--- config.mk ---
export PLATFORM = sky130hd
export DESIGN_NAME = lnme_front_flat
export DESIGN_NICKNAME = d
export VERILOG_FILES = /design/src/design/lnme_pkg.sv /design/src/design/lnme_if.sv /design/src/design/lnme_front.sv /design/src/flat_wrapper.sv
export SDC_FILE = /design/constraint.sdc
export NUM_CORES = 1
export LEC_CHECK = 0
export BUFFER_PORTS_ARGS = -buffer_cell sky130_fd_sc_hd__buf_4
export CAP_MARGIN = 40
export CORE_ASPECT_RATIO = 0.5
export CORE_UTILIZATION = 40
export DETAILED_ROUTE_END_ITERATION = 8
export GPL_ROUTABILITY_DRIVEN = 1
export GPL_TIMING_DRIVEN = 0
export PLACE_DENSITY = 0.72
export REMOVE_ABC_BUFFERS = 1
export SYNTH_ARGS = -nofsm -noshare
export SYNTH_HDL_FRONTEND = slang
export SYNTH_SLANG_ARGS = --single-unit
export TNS_END_PERCENT = 100
--- constraint.sdc ---
create_clock -name clk -period 2.85 [get_ports clk]
set_input_delay 0.285 -clock clk [delete_from_list [all_inputs] [get_ports clk]]
set_output_delay 0.285 -clock clk [all_outputs]
set_load 0.01 [all_outputs]
--- src/design/lnme_pkg.sv ---
// Package: constants and types of the landmark error block.
package lnme_pkg;
	localparam int MAX_POINTS_DEF = 68;
	localparam int MAX_BATCH_DEF  = 1024;
	localparam int LEFT_FIRST  = 36;
	localparam int RIGHT_FIRST = 42;
	localparam int EYE_END     = 48;
	localparam int MIN_POINTS  = 48;
	localparam int EYE_POINTS  = 6;

	// item handed from front to back
	typedef struct packed {
		logic signed [16:0] dx;
		logic signed [16:0] dy;
		logic signed [15:0] tx;
		logic signed [15:0] ty;
		logic        left;
		logic        right;
		logic        last;
		logic        final_flag;
		logic [6:0]  count;
	} lnme_cmd_t;

	typedef enum logic [2:0] {
		BK_IDLE, BK_DSQ, BK_ESQ, BK_DIV, BK_MEAN, BK_OUT
	} lnme_bstate_t;
endpackage

--- src/design/lnme_if.sv ---
// Interfaces: input and result channels.
interface lnme_in_if;
	logic               valid;
	logic               ready;
	logic signed [15:0] pred_x;
	logic signed [15:0] pred_y;
	logic signed [15:0] truth_x;
	logic signed [15:0] truth_y;
	logic               final_sample;
	modport source (output valid, pred_x, pred_y, truth_x, truth_y, final_sample,
		input ready);
	modport sink (input valid, pred_x, pred_y, truth_x, truth_y, final_sample,
		output ready);
endinterface


--- src/design/lnme_front.sv ---
// Front: accepts landmarks, tracks the index and classifies eye points.
module lnme_front import lnme_pkg::*; #(
	parameter int MAX_POINTS = MAX_POINTS_DEF
) (
	input  logic             clk,
	input  logic             arst_n,
	input  logic             cfg_we,
	input  logic [6:0]       cfg_data,
	lnme_in_if.sink          in_ch,
	output logic             q_push,
	input  logic             q_full,
	output lnme_cmd_t        q_data
);
	logic [6:0] count_q;
	logic [6:0] idx_q;
	logic [6:0] eff;

	// clamp the landmark count
	always_comb begin
		eff = count_q;
		if (count_q < 7'(MIN_POINTS)) eff = 7'(MIN_POINTS);
		if (count_q > 7'(MAX_POINTS)) eff = 7'(MAX_POINTS);
	end

	assign in_ch.ready = !q_full;
	assign q_push = in_ch.valid && !q_full;

	// classify the item
	always_comb begin
		q_data.dx = 17'(in_ch.pred_x) - 17'(in_ch.truth_x);
		q_data.dy = 17'(in_ch.pred_y) - 17'(in_ch.truth_y);
		q_data.tx = in_ch.truth_x;
		q_data.ty = in_ch.truth_y;
		q_data.left  = idx_q >= 7'(LEFT_FIRST) && idx_q < 7'(RIGHT_FIRST);
		q_data.right = idx_q >= 7'(RIGHT_FIRST) && idx_q < 7'(EYE_END);
		q_data.last  = {1'b0, idx_q} + 8'd1 >= {1'b0, eff};
		q_data.final_flag = in_ch.final_sample;
		q_data.count = eff;
	end

	// hold the count register, advance the index
	always_ff @(posedge clk or negedge arst_n) begin
		if (!arst_n) begin
			count_q <= 7'd68;
			idx_q <= '0;
		end else begin
			if (cfg_we) count_q <= cfg_data;
			if (q_push) idx_q <= q_data.last ? 7'd0 : idx_q + 7'd1;
		end
	end
endmodule

--- src/flat_wrapper.sv ---
// flat-port wrapper written by rule: the top's interface ports become plain ports
module lnme_front_flat import lnme_pkg::*;
#(
	parameter int MAX_POINTS = MAX_POINTS_DEF
)
  (clk, arst_n, cfg_we, cfg_data, q_push, q_full, q_data, in_ch_valid, in_ch_pred_x, in_ch_pred_y, in_ch_truth_x, in_ch_truth_y, in_ch_final_sample, in_ch_ready);
  lnme_in_if in_ch_i ();
  input  logic clk;
  input  logic arst_n;
  input  logic cfg_we;
  input  logic [6:0] cfg_data;
  output logic q_push;
  input  logic q_full;
  output lnme_cmd_t q_data;
  input wire logic [$bits(in_ch_i.valid)-1:0] in_ch_valid;
  input wire logic [$bits(in_ch_i.pred_x)-1:0] in_ch_pred_x;
  input wire logic [$bits(in_ch_i.pred_y)-1:0] in_ch_pred_y;
  input wire logic [$bits(in_ch_i.truth_x)-1:0] in_ch_truth_x;
  input wire logic [$bits(in_ch_i.truth_y)-1:0] in_ch_truth_y;
  input wire logic [$bits(in_ch_i.final_sample)-1:0] in_ch_final_sample;
  output wire logic [$bits(in_ch_i.ready)-1:0] in_ch_ready;
  assign in_ch_i.valid = in_ch_valid;
  assign in_ch_i.pred_x = in_ch_pred_x;
  assign in_ch_i.pred_y = in_ch_pred_y;
  assign in_ch_i.truth_x = in_ch_truth_x;
  assign in_ch_i.truth_y = in_ch_truth_y;
  assign in_ch_i.final_sample = in_ch_final_sample;
  assign in_ch_ready = in_ch_i.ready;
  lnme_front #(.MAX_POINTS(MAX_POINTS)) u_core (.clk(clk), .arst_n(arst_n), .cfg_we(cfg_we), .cfg_data(cfg_data), .in_ch(in_ch_i), .q_push(q_push), .q_full(q_full), .q_data(q_data));
endmodule
==> metrics.md <==
| Metric | Value |
|---|---|
| Antenna violations before repair | `0` |
| Net Sw Frac | `41.96%` |
| Crit path capture | `q_data[8]` |
| Clock root buffer | `clkbuf_16` |
| Pin count of the biggest net entering global routing | `15` |
| Antenna diode count | `0` |
| Worst reg2reg path depth | `12` |
| Worst r2r src | `u_core.count_q[6]` |
| Max-slew violation count | `0` |
| Final worst clock skew | `0.005387 ns` |
| Peak supply drop | `0.0004837 V` |
| Switching Power | `0.0007933 W` |
| Horiz. Die Dim | `123.6 um` |
| # port buffers | `153` |
| CTS Buffer Depth | `2` |
| Synth warnings | `0` |
| WP depth | `10` |
| Outcome | `finished, final reports clean` |
| Syn Inst Count | `404` |
| Grt total ovfl | `0` |
| Vias | `3144` |
| Crit path DAT | `2.49 ns` |
| Internal power | `0.001097 W` |
| Crit start category | `flop` |
| GPL Wtd Cong | `0.8056` |
| Comb power frac | `68.7%` |
| Clock Sinks | `14` |
| Placeable core area | `6910 um2` |
| Clk_lat worst skew | `0.24 ns` |
| CTS Buf Count | `3` |
| PD cells | `457.0 nW/um2` |
| Detailed Routing Iterations Pass 1 | `4` |
| Post-synthesis sequential area ratio | `11.94%` |
| Final setup viols | `0` |
| Crit Path Class | `flop to primary output` |
| Max-cap violations | `0` |
| Hold/Removal Path Class | `input pin to flop` |
| Buf/Inv on CP | `2` |
| WP data required | `2.57 ns` |
| Via density | `5.079` |
| Commonest non-fill, non-tap cells in the layout | `159 x buf_4, 57 x inv_1, 39 x ha_1` |
| DRC Markers | `0` |
| Seq pwr share | `17.0%` |
| Overall routing resource usage | `18.64%` |
| Top_reg_cell synth | `dfrtp_1` |
| Final #Nets | `647` |
| Fin crit period | `2.779 ns` |
| EDFF count, synth | `0` |
| CTS tree | `yes` |
| Async set-reset flop share out of synthesis | `100.0%` |
| Crit path from | `u_core.count_q[6]` |
| H-tree levels | `1` |
| Global-route wire length before repair | `11900 um` |
| Routed WL | `7760 um` |
| Rel. slew slack | `66.63%` |
| Routed WL per cell | `12.54 um` |
| Max FO, Critical Path | `4` |
| Vias in the first global route | `2813` |
| Crit path cell chain | `inv_1, and3_4, a31oi_2, nor2b_2, ha_1, nand2b_1, a21o_1, a211oi_4, o21ai_4, buf_4` |
| Detailed placement HPWL | `6391 um` |
| DIE HEIGHT | `62.78 um` |
| CP max stage delay | `0.53 ns` |
| Seq cells post-synth | `14` |
| Critical path's top delay family | `compound AO/OA/AOI/OAI gates` |
| Pleak | `2.191 nW` |
| Worst R2R Setup Slack | `0.33 ns` |
| Synthesized area | `2955 um2` |
| Fmax | `359.8 MHz` |
| Clk slew on worst S/H paths | `0.04 ns` |
| Synth unique cells | `53` |
| CP max-delay cell | `dfstp_2` |
| Synth Area per Inst | `7.315 um2` |
| Full die area | `7757 um2` |
| Reg-to-reg endpoint | `u_core.idx_q[2]` |
| Layout cells sized above 1 | `34.91%` |
| Worst slew pin tran | `0.5001 ns` |
| Most common cell after layout, fill and taps aside | `buf_4` |
| DP Worst Slack | `-0.07546 ns` |
| Antenna Nets Post-Route | `0` |
| Setup ws final | `0.07100 ns` |
| Initial DRC Count | `110` |
| Layout area overhead | `39.97%` |
| Starting Density | `42.77%` |
| Clk pwr share | `14.3%` |
| Hold WS | `0.2517 ns` |
| Hold Violations, Final | `0` |
| Tcrit/Tclk final | `97.51%` |
| Setup crit end kind | `primary output` |
| # IOs | `156` |
| # rows | `21` |
## through the flow
step	power [W]	setup TNS [ns]	instances	utilization [%]	instance area [um2]
2_1_floorplan	0.0009638	0	363	-	2676
3_5_place_dp	0.001453	-0.07546	608	57.02	3940
3_3_place_gp	0.001438	-0.1173	608	57.02	3940
6_report	0.001891	0	619	59.86	4136
4_1_cts	0.001824	0	615	58.95	4074
5_1_grt	0.002018	-0.02602	619	59.86	4136
## registers in the layout, indices dropped and copies added, names as in the netlist
| register | count |
|---|---|
| u_core.idx_q | 7 |
| u_core.count_q | 7 |
## synth_stat cells, types with 3 or more instances
library cell | n | share of area (%)
nand2b_1 | 12 | 2.5
o22ai_1 | 3 | 0.64
xnor2_1 | 17 | 5.0
nor3b_1 | 4 | 1.0
dfrtp_1 | 12 | 10
xor2_1 | 9 | 2.7
and3_1 | 4 | 0.85
buf_4 | 33 | 8.4
o21a_1 | 6 | 1.5
o211ai_1 | 6 | 1.5
a31oi_1 | 5 | 1.1
a211oi_1 | 8 | 2.0
o21ai_0 | 21 | 3.6
inv_1 | 57 | 7.2
nand2_1 | 28 | 3.6
nor2b_1 | 5 | 1.1
a21o_1 | 11 | 2.8
nand3_1 | 9 | 1.5
nor2_1 | 31 | 3.9
and4_1 | 3 | 0.89
a21oi_1 | 15 | 2.5
ha_1 | 40 | 17
a211o_1 | 3 | 0.89
clkbuf_1 | 7 | 0.89
mux2_2 | 5 | 1.9
nor3_1 | 8 | 1.4
o21ai_1 | 5 | 0.85
or3_1 | 4 | 0.85
## worst reg2reg max path, delay by kind of cell, from the launching register on
kind	cells	cell delay, ns
buffers and inverters	3	0.35
AOI/OAI and AO/OA	4	0.80
and+or+nand+nor	4	0.49
adders and majority gates	1	0.29
DFF	1	0.53
## logic make-up (layout without fill, tap and decap cells)
logic type | count (synthesis) | count (layout) | share of synthesized area (%)
adders and majority gates | 42 | 42 | 18.29
and+or+nand+nor | 116 | 116 | 19.52
DFF | 14 | 14 | 11.94
buffers and inverters | 99 | 222 | 16.81
muxes | 5 | 5 | 1.905
xor gates and xnor gates | 26 | 26 | 7.705
AOI/OAI and AO/OA | 102 | 102 | 23.84
## timing repair
item | CTS | global route
resized for setup | 5 | 7
gates cloned | 0 | 0
setup endpoints to repair | 1 | 1
hold endpoints to repair | 12 | 0
buffers inserted | 2 | 4
pin swaps | 1 | 2
hold buffers | 1 | 0
## worst min path at each step
stage                            from                 to  slack [ns]  depth (start not counted)
final                     cfg_data[5]  u_core.count_q[5]        0.25                          3
after detailed placement       arst_n    u_core.idx_q[1]        0.15                          1
after floorplan                arst_n  u_core.count_q[0]       -0.01                          0
after global placement         arst_n    u_core.idx_q[1]        0.15                          1
after CTS                 cfg_data[5]  u_core.count_q[5]        0.25                          3
after global routing      cfg_data[5]  u_core.count_q[5]        0.27                          3
## power groups by stage
stage / combinational, W / sequential [W] / clock, W
2_1_floorplan: 0.000661 / 0.000303 / 0
6_report: 0.00130 / 0.000321 / 0.000271
3_3_place_gp: 0.00112 / 0.000318 / 0
4_1_cts: 0.00124 / 0.000315 / 0.000272
5_1_grt: 0.00141 / 0.000329 / 0.000281
3_5_place_dp: 0.00113 / 0.000320 / 0
## per-layer routing
metal,vias to the layer above,GRT usage (%),share of wire (%)
li1,1623,-,-
met1,1419,22.35,44
met2,96,35.27,50
met3,6,2.828,6.3
met4,0,2.861,0.55
met5,-,0,0
## final cells by class
type,count,area [um2]
clock buffer,4,78.83
fill,657,2774
inverter,58,217.7
multi-input combinational,291,2168
sequential,14,352.8
tap,92,115.1
timing repair buffer,160,1204
(Power assumes the default switching activity.)
