$ cat config.mk
export PLATFORM = sky130hd
export DESIGN_NAME = lnme_fifo
export DESIGN_NICKNAME = d
export VERILOG_FILES = /design/src/design/lnme_pkg.sv /design/src/design/lnme_fifo.sv
export SDC_FILE = /design/constraint.sdc
export NUM_CORES = 1
export LEC_CHECK = 0
export ABC_AREA = 1
export CAP_MARGIN = 25
export CORE_AREA = 2 2 94 132
export CTS_CLUSTER_DIAMETER = 50
export DETAILED_ROUTE_END_ITERATION = 12
export DIE_AREA = 0 0 96 134
export DONT_BUFFER_PORTS = 1
export GPL_TIMING_DRIVEN = 0
export PLACE_DENSITY = 0.65
export SLEW_MARGIN = 30
export SYNTH_ARGS = -nofsm -noshare
export SYNTH_HDL_FRONTEND = slang
export SYNTH_SLANG_ARGS = --single-unit
$ cat constraint.sdc
create_clock -name clk -period 4.6 [get_ports clk]
set_input_delay 0.92 -clock clk [delete_from_list [all_inputs] [get_ports clk]]
set_output_delay 0.92 -clock clk [all_outputs]
set_load 0.01 [all_outputs]
$ cat src/design/lnme_pkg.sv
// Package: constants and types of the landmark error block.
package lnme_pkg;
	localparam int MAX_POINTS_DEF = 68;
	localparam int MAX_BATCH_DEF  = 1024;
	localparam int LEFT_FIRST  = 36;
	localparam int RIGHT_FIRST = 42;
	localparam int EYE_END     = 48;
	localparam int MIN_POINTS  = 48;
	localparam int EYE_POINTS  = 6;

	// item handed from front to back
	typedef struct packed {
		logic signed [16:0] dx;
		logic signed [16:0] dy;
		logic signed [15:0] tx;
		logic signed [15:0] ty;
		logic        left;
		logic        right;
		logic        last;
		logic        final_flag;
		logic [6:0]  count;
	} lnme_cmd_t;

	typedef enum logic [2:0] {
		BK_IDLE, BK_DSQ, BK_ESQ, BK_DIV, BK_MEAN, BK_OUT
	} lnme_bstate_t;
endpackage

$ cat src/design/lnme_fifo.sv
// Short queue between front and back.
module lnme_fifo import lnme_pkg::*; (
	input  logic      clk,
	input  logic      arst_n,
	input  logic      push,
	input  lnme_cmd_t wdata,
	output logic      full,
	input  logic      pop,
	output logic      empty,
	output lnme_cmd_t rdata
);
	lnme_cmd_t mem_q [2];
	logic wp_q, rp_q;
	logic [1:0] cnt_q;

	assign full = cnt_q == 2'd2;
	assign empty = cnt_q == 2'd0;
	assign rdata = mem_q[rp_q];

	// store on push
	always_ff @(posedge clk) begin
		if (push) mem_q[wp_q] <= wdata;
	end

	// advance pointers
	always_ff @(posedge clk or negedge arst_n) begin
		if (!arst_n) begin
			wp_q <= 1'b0;
			rp_q <= 1'b0;
			cnt_q <= '0;
		end else begin
			if (push) wp_q <= ~wp_q;
			if (pop) rp_q <= ~rp_q;
			cnt_q <= cnt_q + 2'(push) - 2'(pop);
		end
	end
endmodule

==> results.toml, run 1 <==
[die]
rows = 47
die_h_um = 134
core_area_mm2 = 0.0117
num_io_pins = 160
die_area_mm2 = 0.0129
start_util = 0.537
die_w_um = 96

[power_and_ir_drop]
swShare = 0.328
power.switching_mw = 1.58
clkPwrFrac = 0.288
power.internal_mw = 3.24
power_frac_comb = 0.301
power.density_mw_per_mm2 = 671
leakagePower_nw = 2.79
p_total_mw = 4.81
seq_power_share = 0.411
ir_drop_v = 0.000358

[critical_path]
ff2ff_setup_slack_ns = 2.85
path_max_fanout = 10
required_ns = 3.68
cp_common_cell = "buf_6"
crit_chain = "buf_6, buf_6, o21ai_2"
crit_path_start_kind = "flop"
arrival_ns = 1.39
crit_type = "reg2out"
worst_path_largest_cell_delay_ns = 0.39
cpLargestDelayFamily = "flip-flops"
cp.buffers_inverters = 2
slowest_stage = "dfrtp_1"
endpoint_kind = "output pin"

[routing]
first_iter_violations = 150
routed-via-count = 3109
viasPerCell = 5.11
route.detailed.drc = 0
routed_wl_um = 10500
avgRoutedWirePerCell_um = 17.3
ant_nets = 0
dr.pass1.iters = 4

[sta]
min_period_ns = 2.31
setup_tns_ns = 0
fmax_mhz = 433
post-route-period-util = 0.502
slew_headroom = 0.546
worstMarginPinSlew_ns = 0.680
slew_viol_final = 0
fin_skew_ns = 0.00673
rsz0062_at_grt = "false"
finalSetupViolCount = 0
finalHoldViolations = 0

[run]
cap_viol_max_count = 0

[synth]
synth_fa_ha_area_frac = 0.00398
synth_warnings = 0
yosys.area_share.simple = 0.0522
synthCells = 427
synthDistinctLibCells = 12
synthesis.nets = 510
synth_xor_area_frac = 0.00279
yosysSeqAreaShare = 0.752
synth_top_family_by_area = "compound AO/OA/AOI/OAI gates"
postSynthAreaPerCell_um2 = 14.7
synth_area_mm2 = 0.00628
ys_ff_latch = 158
muxShareOfSynthArea = 0
synth-compound-area-share = 0.107

[clock_tree]
cts_hold_buffers = 0
cts_made_buffers = 17
cts_tree = "done"
clockBufferDepth = 2
cts_max_level = 4
cts.sinks = 158
post_cts_buffers = 0
insertion_delay_ns = 0.41
clkSlewWorstSetupHoldPaths_ns = 0.06
cts-resized-gates = 0
cts-root-buf = "clkbuf_16"

[run_status]
status = "completed"

[global_routing]
gr-total-overflow = 0
grt_pass1_vias = 3095
grt_pass1_wl_um = 15900
antenna_found_initial = 0
grt_max_degree = 49
grt_usage = 0.170

[final_layout]
fin_area_mm2 = 0.00718
drive_above_1_share = 0.279
final_cell_mix = "edfxtp_1, inv_1, nand2_1, o21ai_2, clkbuf_16"
layout_commonest_cell = "edfxtp_1"
insertedDiodeCount = 0
area_growth_pct = 14.2
final_nets = 533

[placed_design]
dpl_cell_area_mm2 = 0.00658
place_congestion = 0.741
dp.final_hpwl_um = 7400
io_buffers = 0

[worst_hold_path]
hold_class = "in2async"
## power groups by stage
stage | logic (mW) | registers, mW | clock network, mW
2_1_floorplan | 1.16 | 2.01 | 0
3_3_place_gp | 1.41 | 2.03 | 0
3_5_place_dp | 1.49 | 2.01 | 0
4_1_cts | 1.49 | 1.98 | 1.42
5_1_grt | 1.60 | 2.01 | 1.47
6_report | 1.45 | 1.98 | 1.39
## sequential cells by signal (all words and copies together) (netlist names)
name	cells
wp_q	1
cnt_q	2
rp_q	1
mem_q	154
## worst paths after layout
| path | cells after the start | start | endpoint |
|---|---|---|---|
| max | 3 | rp_q | rdata[28] |
| min | 0 | arst_n | wp_q |
| max reg2reg | 3 | wp_q | mem_q[0][43] |
| min reg2reg | 1 | wp_q | wp_q |
| max in group asynchronous | 0 | arst_n | cnt_q[1] |
| min in group clk | 1 | wp_q | wp_q |
## routing by layer
| metal | vias to the layer above | global-route usage | part of all wire |
|---|---|---|---|
| met5 | - | 0 | 0 |
| met3 | 19 | 0.0826 | 0.086 |
| met1 | 1481 | 0.177 | 0.35 |
| met2 | 111 | 0.284 | 0.54 |
| met4 | 0 | 0.0786 | 0.028 |
| li1 | 1498 | - | - |
## logic make-up (layout without fill, tap and decap cells)
group | after synthesis | in the layout
buffers and inverters | 101 | 136
flip-flops | 158 | 158
XOR/XNOR | 2 | 2
AND/OR/NAND/NOR | 87 | 87
AO/OA/AOI/OAI | 77 | 77
adder cells (fa/ha/maj) | 2 | 2
## final cells by class
type,instances,area [µm²]
clock inverters,13,165
plain buffers,17,200
multi-input cells,168,1050
inverters,84,318
fillers,867,4530
clock buffers,18,429
well taps,147,184
repair buffers,4,103
flip-flops and latches,158,4720
## stage by stage
step | cells | hold WS, ns | utilization | worst slack [ns]
6_report | 609 | 0.204 | 0.613 | 2.29
5_1_grt | 609 | 0.178 | 0.613 | 2.23
4_1_cts | 609 | 0.184 | 0.613 | 2.27
3_5_place_dp | 578 | 0.550 | 0.562 | 2.33
3_3_place_gp | 574 | 0.494 | 0.553 | 0.196
2_1_floorplan | 427 | 0.481 | - | 1.23
## synth_stat cells
master | n | area [µm²]
nand3_1 | 1 | 5.00
ha_1 | 2 | 25.0
nor2_1 | 3 | 11.3
o21ai_2 | 77 | 674
buf_6 | 14 | 158
edfxtp_1 | 154 | 4620
inv_1 | 84 | 315
clkbuf_8 | 2 | 27.5
buf_8 | 1 | 15.0
dfrtp_1 | 4 | 100
xor2_1 | 2 | 17.5
nand2_1 | 83 | 312
Note: power is estimated with default switching activity, not from simulation.
==> run 2, diff against run 1 <==
Clock period 4.6 ns to 2.35 ns, I/O delays scaled along.
==> run 2 against run 1 <==
Effect of this change: setup slack got worse by 1.8 ns; clock power increased by 110%; critical path depth stayed put; final cell count up 0.49%; cell area grew 1.2%; sequential share of layout area shrank 0.81 points; clock skew shrank 0.0011 ns; total power increased by 100%; worst hold slack got worse by 0.060 ns; routed wire length grew 0.53%; first-iteration DRC count decreased by 12%; combinational power up 100%.
==> results.toml, run 2 (synthesis gave the netlist of run 1 again) <==
[critical_path]
ff2ff_setup_slack_ns = 0.65
crit_chain = "buf_6, buf_6, o21ai_2"
arrival_ns = 1.40
cp.buffers_inverters = 2
cp_common_cell = "buf_6"
endpoint_kind = "output pin"
path_max_fanout = 10
cpLargestDelayFamily = "flip-flops"
crit_path_start_kind = "flop"
crit_type = "reg2out"
worst_path_largest_cell_delay_ns = 0.40
slowest_stage = "dfrtp_1"
required_ns = 1.88

[routing]
routed_wl_um = 10600
route.detailed.drc = 0
dr.pass1.iters = 4
ant_nets = 0
first_iter_violations = 132
routed-via-count = 3115
avgRoutedWirePerCell_um = 17.3
viasPerCell = 5.09

[final_layout]
reg_top3 = "mem_q: 154 flops, cnt_q: 2 flops"
final_cell_mix = "edfxtp_1, inv_1, nand2_1, o21ai_2, clkbuf_16"
largest_reg_flops = 154
fin_area_mm2 = 0.00726
area_growth_pct = 15.6
fillers = 886
regMostFlops = "mem_q"
layout_commonest_cell = "edfxtp_1"
insertedDiodeCount = 0
fin_cells = 612
multi_input_area_mm2 = 0.00105
drive_above_1_share = 0.282
final_nets = 536
seqCellArea_mm2 = 0.00472

[run_status]
status = "completed"

[worst_hold_path]
hold_class = "in2reg"

[die]
die_area_mm2 = 0.0129
num_io_pins = 160
core_area_mm2 = 0.0117
rows = 47
start_util = 0.537
die_h_um = 134
die_w_um = 96

[sta]
slew_headroom = 0.566
fmax_mhz = 534
finalHoldViolations = 0
slew_viol_final = 0
fin_skew_ns = 0.00565
post-route-period-util = 0.798
finalSetupViolCount = 0
setup_ws_ns = 0.476
worstMarginPinSlew_ns = 0.649
min_period_ns = 1.87
rsz0062_at_grt = "false"
holdWs_ns = 0.144

[clock_tree]
cts-root-buf = "clkbuf_16"
clkSlewWorstSetupHoldPaths_ns = 0.06
cts_made_buffers = 17
cts_max_level = 4
post_cts_buffers = 0
cts.sinks = 158
insertion_delay_ns = 0.41
cts_tree = "done"
clockBufferDepth = 2

[placed_design]
pre_cts_ws_ns = 0.552
dp.final_hpwl_um = 7560
dpl_cell_area_mm2 = 0.00664
dp.cells = 580
io_buffers = 0
place_congestion = 0.722

[global_routing]
gr-total-overflow = 0
grt_pass1_vias = 3108
grt_pass1_wl_um = 15700
grt_max_degree = 27
grt_usage = 0.170
antenna_found_initial = 0

[power_and_ir_drop]
power.density_mw_per_mm2 = 1320
ir_drop_v = 0.000704
p_total_mw = 9.62
leakagePower_nw = 2.83

[run]
cap_viol_max_count = 0
-- run 2: where the power goes --
part / leakage, nW / internal [mW] / total [mW] / switching, mW
Combinational: 1.04 / 0.976 / 2.90 / 1.93
Sequential: 1.49 / 3.74 / 3.87 / 0.133
Clock: 0.295 / 1.78 / 2.85 / 1.06
Total: 2.83 / 6.50 / 9.62 / 3.12
-- run 2: layer usage --
| metal | part of all wire | global-route usage | wire, µm | up-vias |
|---|---|---|---|---|
| met5 | 0 | 0 | 0 | - |
| met3 | 0.094 | 0.0837 | 997 | 15 |
| li1 | - | - | - | 1504 |
| met1 | 0.34 | 0.175 | 3610 | 1484 |
| met4 | 0.020 | 0.0706 | 212 | 0 |
| met2 | 0.55 | 0.287 | 5780 | 112 |
-- run 2: path summary, 6_finish.rpt --
| check | startpoint | to | depth (start not counted) |
|---|---|---|---|
| min reg2reg | wp_q | wp_q | 1 |
| max | rp_q | rdata[30] | 3 |
| min in group asynchronous | arst_n | cnt_q[1] | 1 |
| max reg2reg | wp_q | mem_q[0][30] | 3 |
| max in group asynchronous | arst_n | rp_q | 1 |
| min | push | wp_q | 1 |
-- run 2: worst reg2reg max path, delay by kind of cell (launching register included) --
kind          cells  cell delay, ns
buf+inv           2            0.43
flops             1            0.42
simple gates      1            0.54
-- run 2: repair_timing --
item                                    in CTS  in global routing
gates resized for setup                      0                  0
hold buffers                                 1                  0
endpoints found under the setup margin       0                  0
hold endpoints to repair                     4                  0
-- run 2: stage by stage --
| stage | utilization | setup TNS [ns] |
|---|---|---|
| finish | 0.621 | 0 |
| global route | 0.621 | 0 |
| CTS | 0.621 | 0 |
| detailed placement | 0.567 | 0 |
| global placement | 0.554 | -49.22 |
| floorplan | - | 0 |
-- run 2: area by class of cell --
cell class | instances | area share
Clock inverter | 12 | 0.0253
Timing Repair Buffer | 7 | 0.0231
Clock buffer | 19 | 0.0596
Sequential cell | 158 | 0.650
Tap cell | 147 | 0.0253
Inverter | 84 | 0.0439
Buffer | 17 | 0.0276
Multi-Input combinational cell | 168 | 0.145
